## config.mk

```make
export PLATFORM = sky130hd
export DESIGN_NAME = button_edge_and_double_click_flat
export DESIGN_NICKNAME = d
export VERILOG_FILES = /design/src/rtl/core/bec_pkg.sv /design/src/rtl/core/bec_if.sv /design/src/rtl/core/button_edge_and_double_click.sv /design/src/rtl/core/bec_cfg.sv /design/src/rtl/core/bec_core.sv /design/src/flat_wrapper.sv
export SDC_FILE = /design/constraint.sdc
export NUM_CORES = 1
export LEC_CHECK = 0
export BUFFER_PORTS_ARGS = -buffer_cell sky130_fd_sc_hd__buf_4
export CORE_ASPECT_RATIO = 0.9
export CORE_UTILIZATION = 32
export DETAILED_ROUTE_END_ITERATION = 8
export PLACE_DENSITY_LB_ADDON = 0.25
export RECOVER_POWER = 100
export SYNTH_ARGS = -nofsm -noshare
export SYNTH_HDL_FRONTEND = slang
export SYNTH_SLANG_ARGS = --single-unit
```

## constraint.sdc

```tcl
create_clock -name clk -period 8.1 [get_ports clk]
set_input_delay 1.62 -clock clk [delete_from_list [all_inputs] [get_ports clk]]
set_output_delay 1.62 -clock clk [all_outputs]
set_load 0.01 [all_outputs]
```

## src/rtl/core/bec_pkg.sv

```systemverilog
package bec_pkg;

	// default button count
	localparam int NUM_BUTTONS_DEF = 8;

	// field widths
	localparam int ACTION_W = 2;
	localparam int BUTTON_W = 3;
	localparam int VEC_W    = 8;
	localparam int THR_W    = 15;
	localparam int CNT_W    = 16;

	// configuration port
	localparam int ADDR_W = 4;
	localparam int DATA_W = 32;

	// register reset values
	localparam logic [THR_W-1:0]    THR_RESET = THR_W'(15);
	localparam logic [BUTTON_W-1:0] WUP_RESET = BUTTON_W'(3);
	localparam logic [BUTTON_W-1:0] WDN_RESET = BUTTON_W'(4);

	// frame counters start one above the reset threshold
	localparam logic [CNT_W-1:0] CNT_RESET = CNT_W'(THR_RESET) + CNT_W'(1);

	typedef enum logic [ACTION_W-1:0] {
		ACT_DOWN = 2'd0,
		ACT_UP   = 2'd1,
		ACT_TICK = 2'd2
	} action_t;

	typedef enum logic [1:0] {
		REG_THR = 2'd0,
		REG_WUP = 2'd1,
		REG_WDN = 2'd2
	} reg_idx_t;

	typedef struct packed {
		logic [THR_W-1:0]    thr;
		logic [BUTTON_W-1:0] wup;
		logic [BUTTON_W-1:0] wdn;
	} cfg_t;

	typedef struct packed {
		logic [VEC_W-1:0] pressed_bits;
		logic [VEC_W-1:0] triggered_bits;
		logic [VEC_W-1:0] released_bits;
		logic [VEC_W-1:0] dclicked_bits;
	} result_t;

endpackage

```

## src/rtl/core/bec_if.sv

```systemverilog
// event channel: down, up and tick beats
interface bec_in_if;
	logic                          valid;
	logic                          ready;
	logic [bec_pkg::ACTION_W-1:0]  action;
	logic [bec_pkg::BUTTON_W-1:0]  button;

	modport source (output valid, output action, output button, input ready);
	modport sink (input valid, input action, input button, output ready);
endinterface

// result channel: one beat per frame tick
interface bec_out_if;
	logic                       valid;
	logic                       ready;
	logic [bec_pkg::VEC_W-1:0]  pressed_bits;
	logic [bec_pkg::VEC_W-1:0]  triggered_bits;
	logic [bec_pkg::VEC_W-1:0]  released_bits;
	logic [bec_pkg::VEC_W-1:0]  dclicked_bits;

	modport source (output valid, output pressed_bits, output triggered_bits,
		output released_bits, output dclicked_bits, input ready);
	modport sink (input valid, input pressed_bits, input triggered_bits,
		input released_bits, input dclicked_bits, output ready);
endinterface

```

## src/rtl/core/button_edge_and_double_click.sv

```systemverilog
// channel  dir  beat                                       when
// evt      in   action, button                             down, up or frame tick
// res      out  pressed, triggered, released, dclicked     one per frame tick
// apb      in   click_window, wheel_up/down_button         register writes and reads
//
// One event beat is taken every cycle unless a tick waits on a stalled result.
// The rate is set by the input register feeding one pass of button logic into the result register.
// Reset clears the held vectors and flags and sets each frame counter to 16; no clearing pass.
// A stalled result holds only a tick in the input register; down and up beats still flow.
module button_edge_and_double_click #(
	parameter int NUM_BUTTONS = bec_pkg::NUM_BUTTONS_DEF
) (
	input  logic                        clk,
	input  logic                        arst_n,
	bec_in_if.sink                      evt,
	bec_out_if.source                   res,
	input  logic                        psel,
	input  logic                        penable,
	input  logic                        pwrite,
	input  logic [bec_pkg::ADDR_W-1:0]  paddr,
	input  logic [bec_pkg::DATA_W-1:0]  pwdata,
	output logic [bec_pkg::DATA_W-1:0]  prdata,
	output logic                        pready
);

	bec_pkg::cfg_t    cfg;
	bec_pkg::result_t result;
	bec_pkg::result_t res_q;

	logic                          valid_s1;
	logic [bec_pkg::ACTION_W-1:0]  action_s1;
	logic [bec_pkg::BUTTON_W-1:0]  button_s1;
	logic                          res_valid_q;
	logic                          is_tick_s1;
	logic                          slot_free;
	logic                          go;

	bec_cfg u_cfg (
		.clk     (clk),
		.arst_n  (arst_n),
		.psel    (psel),
		.penable (penable),
		.pwrite  (pwrite),
		.paddr   (paddr),
		.pwdata  (pwdata),
		.prdata  (prdata),
		.pready  (pready),
		.cfg     (cfg)
	);

	// handshake: a tick waits only when the result register is full and stalled
	assign is_tick_s1 = (action_s1 == bec_pkg::ACT_TICK);
	assign slot_free  = !res_valid_q || res.ready;
	assign go         = valid_s1 && (!is_tick_s1 || slot_free);
	assign evt.ready  = !valid_s1 || go;

	// input register
	always_ff @(posedge clk or negedge arst_n) begin
		if (!arst_n) begin
			valid_s1 <= 1'b0;
		end else if (evt.ready) begin
			valid_s1 <= evt.valid;
		end
	end

	always_ff @(posedge clk) begin
		if (evt.valid && evt.ready) begin
			action_s1 <= evt.action;
			button_s1 <= evt.button;
		end
	end

	bec_core #(
		.NUM_BUTTONS (NUM_BUTTONS)
	) u_core (
		.clk    (clk),
		.arst_n (arst_n),
		.go     (go),
		.action (action_s1),
		.button (button_s1),
		.cfg    (cfg),
		.result (result)
	);

	// result register
	always_ff @(posedge clk or negedge arst_n) begin
		if (!arst_n) begin
			res_valid_q <= 1'b0;
		end else if (go && is_tick_s1) begin
			res_valid_q <= 1'b1;
		end else if (res.ready) begin
			res_valid_q <= 1'b0;
		end
	end

	always_ff @(posedge clk) begin
		if (go && is_tick_s1) begin
			res_q <= result;
		end
	end

	assign res.valid          = res_valid_q;
	assign res.pressed_bits   = res_q.pressed_bits;
	assign res.triggered_bits = res_q.triggered_bits;
	assign res.released_bits  = res_q.released_bits;
	assign res.dclicked_bits  = res_q.dclicked_bits;

`ifndef ASSERT_OFF
	// a processed tick always lands in the result register
	assert property (@(posedge clk) disable iff (!arst_n)
		(go && is_tick_s1) |=> res_valid_q)
		else $error("tick result not registered");

	// a button cannot be pressed and released in one frame
	assert property (@(posedge clk) disable iff (!arst_n)
		res_valid_q |-> ((res_q.triggered_bits & res_q.released_bits) == '0))
		else $error("triggered and released overlap");

	// a double click only comes with a new press
	assert property (@(posedge clk) disable iff (!arst_n)
		res_valid_q |-> ((res_q.dclicked_bits & ~res_q.triggered_bits) == '0))
		else $error("double click without press");

	// input stalls only behind a tick blocked by a stalled result
	assert property (@(posedge clk) disable iff (!arst_n)
		!evt.ready |-> (valid_s1 && is_tick_s1 && res_valid_q && !res.ready))
		else $error("input stalled without cause");
`endif

endmodule

```

## src/rtl/core/bec_cfg.sv

```systemverilog
module bec_cfg (
	input  logic                        clk,
	input  logic                        arst_n,
	input  logic                        psel,
	input  logic                        penable,
	input  logic                        pwrite,
	input  logic [bec_pkg::ADDR_W-1:0]  paddr,
	input  logic [bec_pkg::DATA_W-1:0]  pwdata,
	output logic [bec_pkg::DATA_W-1:0]  prdata,
	output logic                        pready,
	output bec_pkg::cfg_t               cfg
);

	bec_pkg::cfg_t     cfg_q;
	bec_pkg::reg_idx_t idx;
	logic              wr_en;

	assign idx    = bec_pkg::reg_idx_t'(paddr[3:2]);
	assign wr_en  = psel && penable && pwrite;
	assign pready = 1'b1;
	assign cfg    = cfg_q;

	// register writes in the access phase
	always_ff @(posedge clk or negedge arst_n) begin
		if (!arst_n) begin
			cfg_q.thr <= bec_pkg::THR_RESET;
			cfg_q.wup <= bec_pkg::WUP_RESET;
			cfg_q.wdn <= bec_pkg::WDN_RESET;
		end else if (wr_en) begin
			case (idx)
				bec_pkg::REG_THR: cfg_q.thr <= pwdata[bec_pkg::THR_W-1:0];
				bec_pkg::REG_WUP: cfg_q.wup <= pwdata[bec_pkg::BUTTON_W-1:0];
				bec_pkg::REG_WDN: cfg_q.wdn <= pwdata[bec_pkg::BUTTON_W-1:0];
				default: ;
			endcase
		end
	end

	// read mux
	always_comb begin
		case (idx)
			bec_pkg::REG_THR: prdata = bec_pkg::DATA_W'(cfg_q.thr);
			bec_pkg::REG_WUP: prdata = bec_pkg::DATA_W'(cfg_q.wup);
			bec_pkg::REG_WDN: prdata = bec_pkg::DATA_W'(cfg_q.wdn);
			default:          prdata = '0;
		endcase
	end

endmodule

```

## src/rtl/core/bec_core.sv

```systemverilog
module bec_core #(
	parameter int NUM_BUTTONS = bec_pkg::NUM_BUTTONS_DEF
) (
	input  logic                          clk,
	input  logic                          arst_n,
	input  logic                          go,
	input  logic [bec_pkg::ACTION_W-1:0]  action,
	input  logic [bec_pkg::BUTTON_W-1:0]  button,
	input  bec_pkg::cfg_t                 cfg,
	output bec_pkg::result_t              result
);

	localparam int OUT_N = (NUM_BUTTONS < bec_pkg::VEC_W) ? NUM_BUTTONS : bec_pkg::VEC_W;

	logic [NUM_BUTTONS-1:0]                    held_now_q;
	logic [NUM_BUTTONS-1:0]                    held_before_q;
	logic [NUM_BUTTONS-1:0]                    flags_q;
	logic [NUM_BUTTONS-1:0][bec_pkg::CNT_W-1:0] cnt_q;

	logic [NUM_BUTTONS-1:0]                    held_now_d;
	logic [NUM_BUTTONS-1:0]                    held_before_d;
	logic [NUM_BUTTONS-1:0]                    flags_d;
	logic [NUM_BUTTONS-1:0][bec_pkg::CNT_W-1:0] cnt_d;

	logic [NUM_BUTTONS-1:0] btn_bit;
	logic [NUM_BUTTONS-1:0] wup_bit;
	logic [NUM_BUTTONS-1:0] wdn_bit;
	logic [NUM_BUTTONS-1:0] trig;
	logic [NUM_BUTTONS-1:0] rel;
	logic [NUM_BUTTONS-1:0] tick_flags;
	logic [NUM_BUTTONS-1:0][bec_pkg::CNT_W-1:0] tick_cnt;
	logic [bec_pkg::CNT_W-1:0] thr_ext;
	logic                      is_wheel;

	// one-hot button masks, zero for indices past the last button
	assign btn_bit = (32'(button) < NUM_BUTTONS) ? (NUM_BUTTONS'(1) << button) : '0;
	assign wup_bit = (32'(cfg.wup) < NUM_BUTTONS) ? (NUM_BUTTONS'(1) << cfg.wup) : '0;
	assign wdn_bit = (32'(cfg.wdn) < NUM_BUTTONS) ? (NUM_BUTTONS'(1) << cfg.wdn) : '0;
	assign is_wheel = (button == cfg.wup) || (button == cfg.wdn);
	assign thr_ext  = bec_pkg::CNT_W'(cfg.thr);

	// frame edges
	assign trig = held_now_q & ~held_before_q;
	assign rel  = held_before_q & ~held_now_q;

	// per-button double-click flag and frame counter on a tick
	always_comb begin
		for (int i = 0; i < NUM_BUTTONS; i++) begin
			if (trig[i]) begin
				tick_flags[i] = flags_q[i] | (cnt_q[i] < thr_ext);
				tick_cnt[i]   = bec_pkg::CNT_W'(1);
			end else begin
				tick_flags[i] = 1'b0;
				tick_cnt[i]   = (cnt_q[i] <= thr_ext) ? (cnt_q[i] + bec_pkg::CNT_W'(1))
					: cnt_q[i];
			end
		end
	end

	// next state per action
	always_comb begin
		held_now_d    = held_now_q;
		held_before_d = held_before_q;
		flags_d       = flags_q;
		cnt_d         = cnt_q;
		case (action)
			bec_pkg::ACT_DOWN: held_now_d = held_now_q | btn_bit;
			bec_pkg::ACT_UP: begin
				if (!is_wheel) held_now_d = held_now_q & ~btn_bit;
			end
			bec_pkg::ACT_TICK: begin
				held_before_d = held_now_q;
				held_now_d    = held_now_q & ~wup_bit & ~wdn_bit;
				flags_d       = tick_flags;
				cnt_d         = tick_cnt;
			end
			default: ;
		endcase
	end

	// button state
	always_ff @(posedge clk or negedge arst_n) begin
		if (!arst_n) begin
			held_now_q    <= '0;
			held_before_q <= '0;
			flags_q       <= '0;
			cnt_q         <= {NUM_BUTTONS{bec_pkg::CNT_RESET}};
		end else if (go) begin
			held_now_q    <= held_now_d;
			held_before_q <= held_before_d;
			flags_q       <= flags_d;
			cnt_q         <= cnt_d;
		end
	end

	// result of a tick, low buttons only
	assign result.pressed_bits   = bec_pkg::VEC_W'(held_now_q[OUT_N-1:0]);
	assign result.triggered_bits = bec_pkg::VEC_W'(trig[OUT_N-1:0]);
	assign result.released_bits  = bec_pkg::VEC_W'(rel[OUT_N-1:0]);
	assign result.dclicked_bits  = bec_pkg::VEC_W'(tick_flags[OUT_N-1:0]);

endmodule
```

## src/flat_wrapper.sv

```systemverilog
// flat-port wrapper written by rule: the top's interface ports become plain ports
module button_edge_and_double_click_flat 
#(
	parameter int NUM_BUTTONS = bec_pkg::NUM_BUTTONS_DEF
)
  (clk, arst_n, psel, penable, pwrite, paddr, pwdata, prdata, pready, evt_valid, evt_action, evt_button, evt_ready, res_valid, res_pressed_bits, res_triggered_bits, res_released_bits, res_dclicked_bits, res_ready);
  bec_in_if evt_i ();
  bec_out_if res_i ();
  input  logic clk;
  input  logic arst_n;
  input  logic psel;
  input  logic penable;
  input  logic pwrite;
  input  logic [bec_pkg::ADDR_W-1:0] paddr;
  input  logic [bec_pkg::DATA_W-1:0] pwdata;
  output logic [bec_pkg::DATA_W-1:0] prdata;
  output logic pready;
  input wire logic [$bits(evt_i.valid)-1:0] evt_valid;
  input wire logic [$bits(evt_i.action)-1:0] evt_action;
  input wire logic [$bits(evt_i.button)-1:0] evt_button;
  output wire logic [$bits(evt_i.ready)-1:0] evt_ready;
  output wire logic [$bits(res_i.valid)-1:0] res_valid;
  output wire logic [$bits(res_i.pressed_bits)-1:0] res_pressed_bits;
  output wire logic [$bits(res_i.triggered_bits)-1:0] res_triggered_bits;
  output wire logic [$bits(res_i.released_bits)-1:0] res_released_bits;
  output wire logic [$bits(res_i.dclicked_bits)-1:0] res_dclicked_bits;
  input wire logic [$bits(res_i.ready)-1:0] res_ready;
  assign evt_i.valid = evt_valid;
  assign evt_i.action = evt_action;
  assign evt_i.button = evt_button;
  assign evt_ready = evt_i.ready;
  assign res_valid = res_i.valid;
  assign res_pressed_bits = res_i.pressed_bits;
  assign res_triggered_bits = res_i.triggered_bits;
  assign res_released_bits = res_i.released_bits;
  assign res_dclicked_bits = res_i.dclicked_bits;
  assign res_i.ready = res_ready;
  button_edge_and_double_click #(.NUM_BUTTONS(NUM_BUTTONS)) u_core (.clk(clk), .arst_n(arst_n), .evt(evt_i), .res(res_i), .psel(psel), .penable(penable), .pwrite(pwrite), .paddr(paddr), .pwdata(pwdata), .prdata(prdata), .pready(pready));
endmodule
```

# --- Word-level counts from Yosys, hierarchy flattened ---
# Index checks and enable logic that the tools add are counted.
word_totals:
  register_bits: 212
  word_cells: 141
  out_inout_bits: 67
classes:
  n_shift: 3
  muxes: 29
  n_reduce_logical: 37
  addsub: 8
  n_bitwise: 19
  n_eq_ne: 7
  n_lt_le_gt_ge: 16
ops:
  columns: ["op", "n"]
  rows:
  - ["16-bit two-way mux", 16]
  - ["16-bit by 1-bit adder with 16-bit output (second input constant)", 8]
  - ["16-bit by 15-bit less-or-equal comparator with 1-bit output", 8]
  - ["16-bit by 15-bit < comparator with 1-bit output", 8]
  - ["15-bit case mux with 3 select lines", 1]
  - ["8-bit AND", 5]
  - ["8-bit NOT", 5]
  - ["3-bit AND reduction", 9]
  - ["8-bit case mux with 3 select lines", 1]
  - ["1-bit by 3-bit left shift with 8-bit output (first input constant)", 3]
  - ["2-bit nonzero test", 9]
  - ["1-bit two-way mux", 10]
  - ["8-bit two-way mux", 1]
  - ["1-bit bitwise OR", 8]
  - ["8-bit bitwise OR", 1]
  - ["2-bit AND reduction", 4]
  - ["3-bit == test", 2]
  - ["1-bit logical AND", 5]
  - ["2-bit by 1-bit == test with 1-bit output (second input constant)", 2]
  - ["2-bit == test (second input constant)", 2]
  - ["2-bit zero test", 2]
  - ["1-bit logical OR", 4]
  - ["1-bit zero test", 3]
  - ["3-bit nonzero test", 1]
  - ["2-bit != test (second input constant)", 1]

# --- Logic depth before layout (Yosys ltp) ---
logic_depth:
  depth_word: 6
  ltp_mapped: 12
  ltp_nobuf: 9

# --- Modules after synthesis ---
# From an unflattened synthesis, not the netlist that was laid out.
unflattened:
  cells_unflattened: 1441
  hier_area_um2: 13676.9
by_module_without_submodules:
  columns: ["mod", "instances", "area_per_inst_um2", "cells_per_inst"]
  rows:
  - ["bec_core", 1, 11302.1, 1300]
  - ["button_edge_and_double_click", 1, 1242.4, 49]
  - ["bec_cfg", 1, 1132.3, 92]

# --- Worst setup path after synthesis ---
# Ideal clock, no wire load.
synth_timing:
  path_kind: "input -> register"
  start: "in res_ready"
  end: "reg u_core.res_q (netlist bit u_core.res.dclicked_bits[0]), enable pin"
  cell_stages: 6
  slack_ps: 4020
  n_path_buf: 3
  t_arrival_ps: 3671
  path_cell_list: "nand2b_1 > nand3_1 > inv_1 > clkbuf_1 > clkbuf_1 > buf_1"
synth_between:
  elab_chain_cells: 4
synth_lines:
  columns: ["item", "line", "source"]
  rows:
  - ["from (decl)", "flat_wrapper.sv:27", "input wire logic [$bits(res_i.ready)-1:0] res_ready;"]
  - ["1-bit logical OR", "button_edge_and_double_click.sv:53", "assign slot_free = !res_valid_q || res.ready;"]
  - ["1-bit logical OR", "button_edge_and_double_click.sv:54", "assign go = valid_s1 && (!is_tick_s1 || slot_free);"]
  - ["1-bit logical AND", "button_edge_and_double_click.sv:54", null]
  - ["1-bit logical AND", "button_edge_and_double_click.sv:97", "if (go && is_tick_s1) begin"]
  - ["to (signal assigned)", "button_edge_and_double_click.sv:98", "res_q <= result;"]
  - ["to (decl)", "button_edge_and_double_click.sv:28", "bec_pkg::result_t res_q;"]
# No other way between the ends.
# A chain may end at the register's enable or synchronous reset.

# --- Worst setup path in the final report ---
layout_timing:
  start: "in res_ready"
  end: "reg u_core.u_core.cnt_q[63] (netlist bit)"
layout_between:
  elab_chain_cells: 4
layout_lines:
  columns: ["item", "line", "source"]
  rows:
  - ["1-bit logical OR", "button_edge_and_double_click.sv:53", null]
  - ["1-bit logical OR", "button_edge_and_double_click.sv:54", null]
  - ["1-bit logical AND", "button_edge_and_double_click.sv:54", null]
  - ["3-bit AND reduction (no source line)", null, null]
  - ["to (signal assigned)", "bec_core.sv:87", "cnt_q <= {NUM_BUTTONS{bec_pkg::CNT_RESET}};"]
  - ["to (signal assigned)", "bec_core.sv:92", "cnt_q <= cnt_d;"]
  - ["to (decl)", "bec_core.sv:18", "logic [NUM_BUTTONS-1:0][bec_pkg::CNT_W-1:0] cnt_q;"]
# No other way between the ends.

==> key figures <==
Setup path
  – R2R depth: 8
  – Crit path launch: res_ready
  – Setup crit end kind: flip-flop
  – Reg2reg end: u_core.u_core.cnt_q[63]
  – CP required: 8470 ps
  – Crit path launch type: input port
  – Buf/Inv on CP: 3
  – Reg2reg start: u_core.action_s1[0]
  – Worst path max stage delay: about 1500 ps
  – Critical path arrival: 6060 ps
  – R2r setup slk: 2710 ps
  – Critical path peak fanout: 63
  – Worst path cell trace: clkbuf_4 > nand2b_1 > nand3_1 > clkinv_2 > buf_12 > o21ai_0 > o21ai_0 > o41ai_1
  – CP max stage cell: nand3_1
  – CP top delay family: simple AND/OR/NAND/NOR gates
  – CP most frequent cell: o21ai_0
  – Crit path kind: input port to flip-flop

Hold path
  – Hold Crit Class: flip-flop to flip-flop
  – Worst hold endpoint: u_core.u_core.held_before_q[6]
  – Hold Crit Start: u_core.u_core.held_before_q[6]
  – Hold path depth: 2

Placed design
  – Port bufs: 77
  – Dpl hpwl: 26.1 mm
  – Placed instance count: 2071
  – RD Place Congestion: 0.831
  – Dpl cell area: 0.0147 mm^2

STA
  – Smallest hold slack: 485 ps
  – RSZ-0062 raised after global routing: false
  – Hold Fails Final Rpt: 0
  – Period minus WS final: 5690 ps
  – Slew Limit Fails: 137
  – Slew @ Worst Pin: 3710 ps
  – Fmax: 176 MHz
  – Post-route setup TNS: 0 ps
  – Headroom to the max-slew limit: -147%
  – Final setup fails: 0
  – Clock skew: approximately 11 ps
  – Final period util: about 70%

Power
  – Sw Share: between 30% and 40%
  – Sequential share of power: between 30 and 40%
  – Peak supply drop: 0.000155 V
  – Clk pwr share: approximately 30%
  – P_int: 2340 uW
  – Combinational power share: 31.3%
  – Leak: 0.00635 uW
  – Switching power: 1360 uW
  – Pwr per Cell Area: around 240 mW/mm^2

Floorplanning
  – Placeable core area: 0.0419 mm^2
  – Die area: 0.0434 mm^2
  – Row count: a little over 70
  – Ports: roughly 120
  – Die X: around 220 um
  – Initial Util: 32.5%
  – Die Y: a little under 200 um

Clock network
  – CTS tree: yes
  – CTS Buf Count: 24
  – Htree depth: 1
  – Clk_lat worst skew: 530 ps
  – CTS root buffer: clkbuf_16
  – Setup bufs post-CTS: 0
  – CTS Buffer Depth: 3
  – Hold-fix buffers, CTS: 0
  – Post-cts resize count: 0
  – Clk sinks: 212
  – Clock-pin slew on the worst setup and hold paths: 60 ps

Cells and area
  – Synth-to-layout area growth: 11.8%
  – N_diodes: 0
  – Multi-input logic area: 0.00754 mm^2
  – Share of layout cells above drive strength 1: 7.27%
  – FILL cells: 4282
  – Post-route cell area: 0.0152 mm^2
  – Post-Layout Cell Count: about 2100
  – Nets: 1729
  – Sequential Area: 0.00551 mm^2

Detailed routing
  – ANT nets after route: 0
  – WL met3: approximately 1.4 mm
  – Routed wire length: 39.4 mm
  – Routed vias: around 12000
  – Starting DRT DRC Count: between 900 and 1000
  – Drt first pass iters: 7
  – Metal2 WL: 18.4 mm
  – WL met1: about 19 mm
  – DRC Markers: 2
  – Max Used Layer: met4
  – DR vias/cell: 5.57
  – WL/cell: 18.6 um

Logic synthesis
  – Synth Instances: 1500
  – Post-synth EDFFs: 37
  – Syn_area_per_cell: 9.09 um^2
  – Async set-reset flop share out of synthesis: slightly above 80%
  – Post-synthesis cell area: ~0.014 mm^2
  – Yosys reg bits: 212
  – Sequential fraction of the synthesis area: 40.4%
  – Synth cell types: 79
  – Synth warn: 0
  – Post-synth top flop: dfrtp_1

GRT
  – Initial antenna violation count: 0
  – First-pass GRT wire length: about 63 mm
  – Largest net degree at the start of global routing: 68
  – Vias in the first global route: 11300
  – Global router's overall resource usage: 18.4%
  – Grt total ovfl: 0

Status
  – Status: complete, but fails checks
  – Failing checks: design-rule violations, max-capacitance violations, max-slew violations

Job
  – Max cap viols: 3
[through the flow]
step	setup WS [ps]	util (%)	total power [uW]
5_1_grt	1910	36.4	3960
3_3_place_gp	3590	35.0	2570
4_1_cts	4080	36.9	3760
2_1_floorplan	4020	-	2220
6_report	2410	36.4	3700
3_5_place_dp	3530	35.0	2620
[worst register-to-register path, stage by stage, from the launching register on]
cell      delay (ps)
edfxtp_1         430
inv_1             90
ha_1             400
nand3_1         1590
clkinv_2        1010
buf_12           420
o21ai_0          750
o21ai_0          430
o41ai_1          120
[kinds of logic after synthesis]
logic type | after synthesis | share of synthesized area [%]
mux | 9 | 0.716
xor+xnor | 6 | 0.385
other cells | 2 | 0.0551
buf+inv | 141 | 4.57
fa+ha+maj | 131 | 12.0
flops | 212 | 40.4
simple gates | 597 | 22.1
compound gates | 402 | 19.8
[worst max-delay path by stage]
stage                             endpoint  slack, ps  cells after the start
4_1_cts            u_core.u_core.cnt_q[52]       4080                      8
2_1_floorplan  u_core.res.dclicked_bits[0]       4020                      6
5_1_grt            u_core.u_core.cnt_q[58]       1910                      8
3_3_place_gp       u_core.u_core.cnt_q[56]       3590                      8
3_5_place_dp       u_core.u_core.cnt_q[52]       3530                      8
6_report           u_core.u_core.cnt_q[63]       2410                      8
[final cells by class]
cell class,instances,area share (%)
clock buffer,35,4.61
clock inverter,9,0.599
inverter,58,1.44
multi-input combinational,1163,49.5
sequential,212,36.1
tap,547,4.49
timing repair buffer,91,3.26
[per-layer routing]
layer	global-route usage, %	up-vias
li1	-	5720
met1	25.0	5802
met2	30.4	204
met3	2.52	51
met4	5.26	0
met5	0	-
[power by group through the flow]
stage | sequential (uW) | combinational [uW] | clock [uW]
5_1_grt | 1450 | 1320 | 1190
4_1_cts | 1420 | 1190 | 1150
6_report | 1430 | 1160 | 1110
3_3_place_gp | 1440 | 1140 | 0
2_1_floorplan | 1370 | 850 | 0
3_5_place_dp | 1440 | 1180 | 0
[state kept, by name (all words and copies together), names as in the netlist]
signal                       count
u_core.u_core.cnt_q            128
u_core.u_cfg.cfg                21
u_core.res.dclicked_bits         8
u_core.res.pressed_bits          8
u_core.res.released_bits         8
u_core.res.triggered_bits        8
u_core.u_core.flags_q            8
u_core.u_core.held_before_q      8
u_core.u_core.held_now_q         8
u_core.button_s1                 3
u_core.action_s1                 2
u_core.res.valid                 1
u_core.valid_s1                  1
[cells in the mapped netlist, types with 18 or more instances]
cell      count  area (um^2)
o211ai_1     41          308
a21o_1       18          135
o21ai_0     114          571
nand2b_1     20          125
edfxtp_1     37         1110
inv_1        54          203
o31ai_1      34          255
a21oi_1      69          345
nor2b_1      18          113
nand2_1     178          668
nor2_1       72          270
or4_1        21          158
nand3_1     119          596
nand4_1      27          169
o311ai_0     26          228
buf_4        20          150
clkbuf_1     47          176
dfrtp_1     160         4000
and3_1       35          219
nor3_1       31          155
ha_1        131         1640
[cells in the final DEF (no fill, tap or decap), types with 20 or more instances in the layout]
master       n
a21oi_1     69
and3_1      35
buf_4       30
clkbuf_1    59
clkbuf_16   25
dfrtp_1    160
edfxtp_1    37
ha_1       131
inv_1       54
nand2_1    178
nand2b_1    20
nand3_1    119
nand4_1     27
nor2_1      72
nor3_1      31
o211ai_1    41
o21ai_0    114
o311ai_0    26
o31ai_1     34
or4_1       21
(Power assumes the default switching activity.)
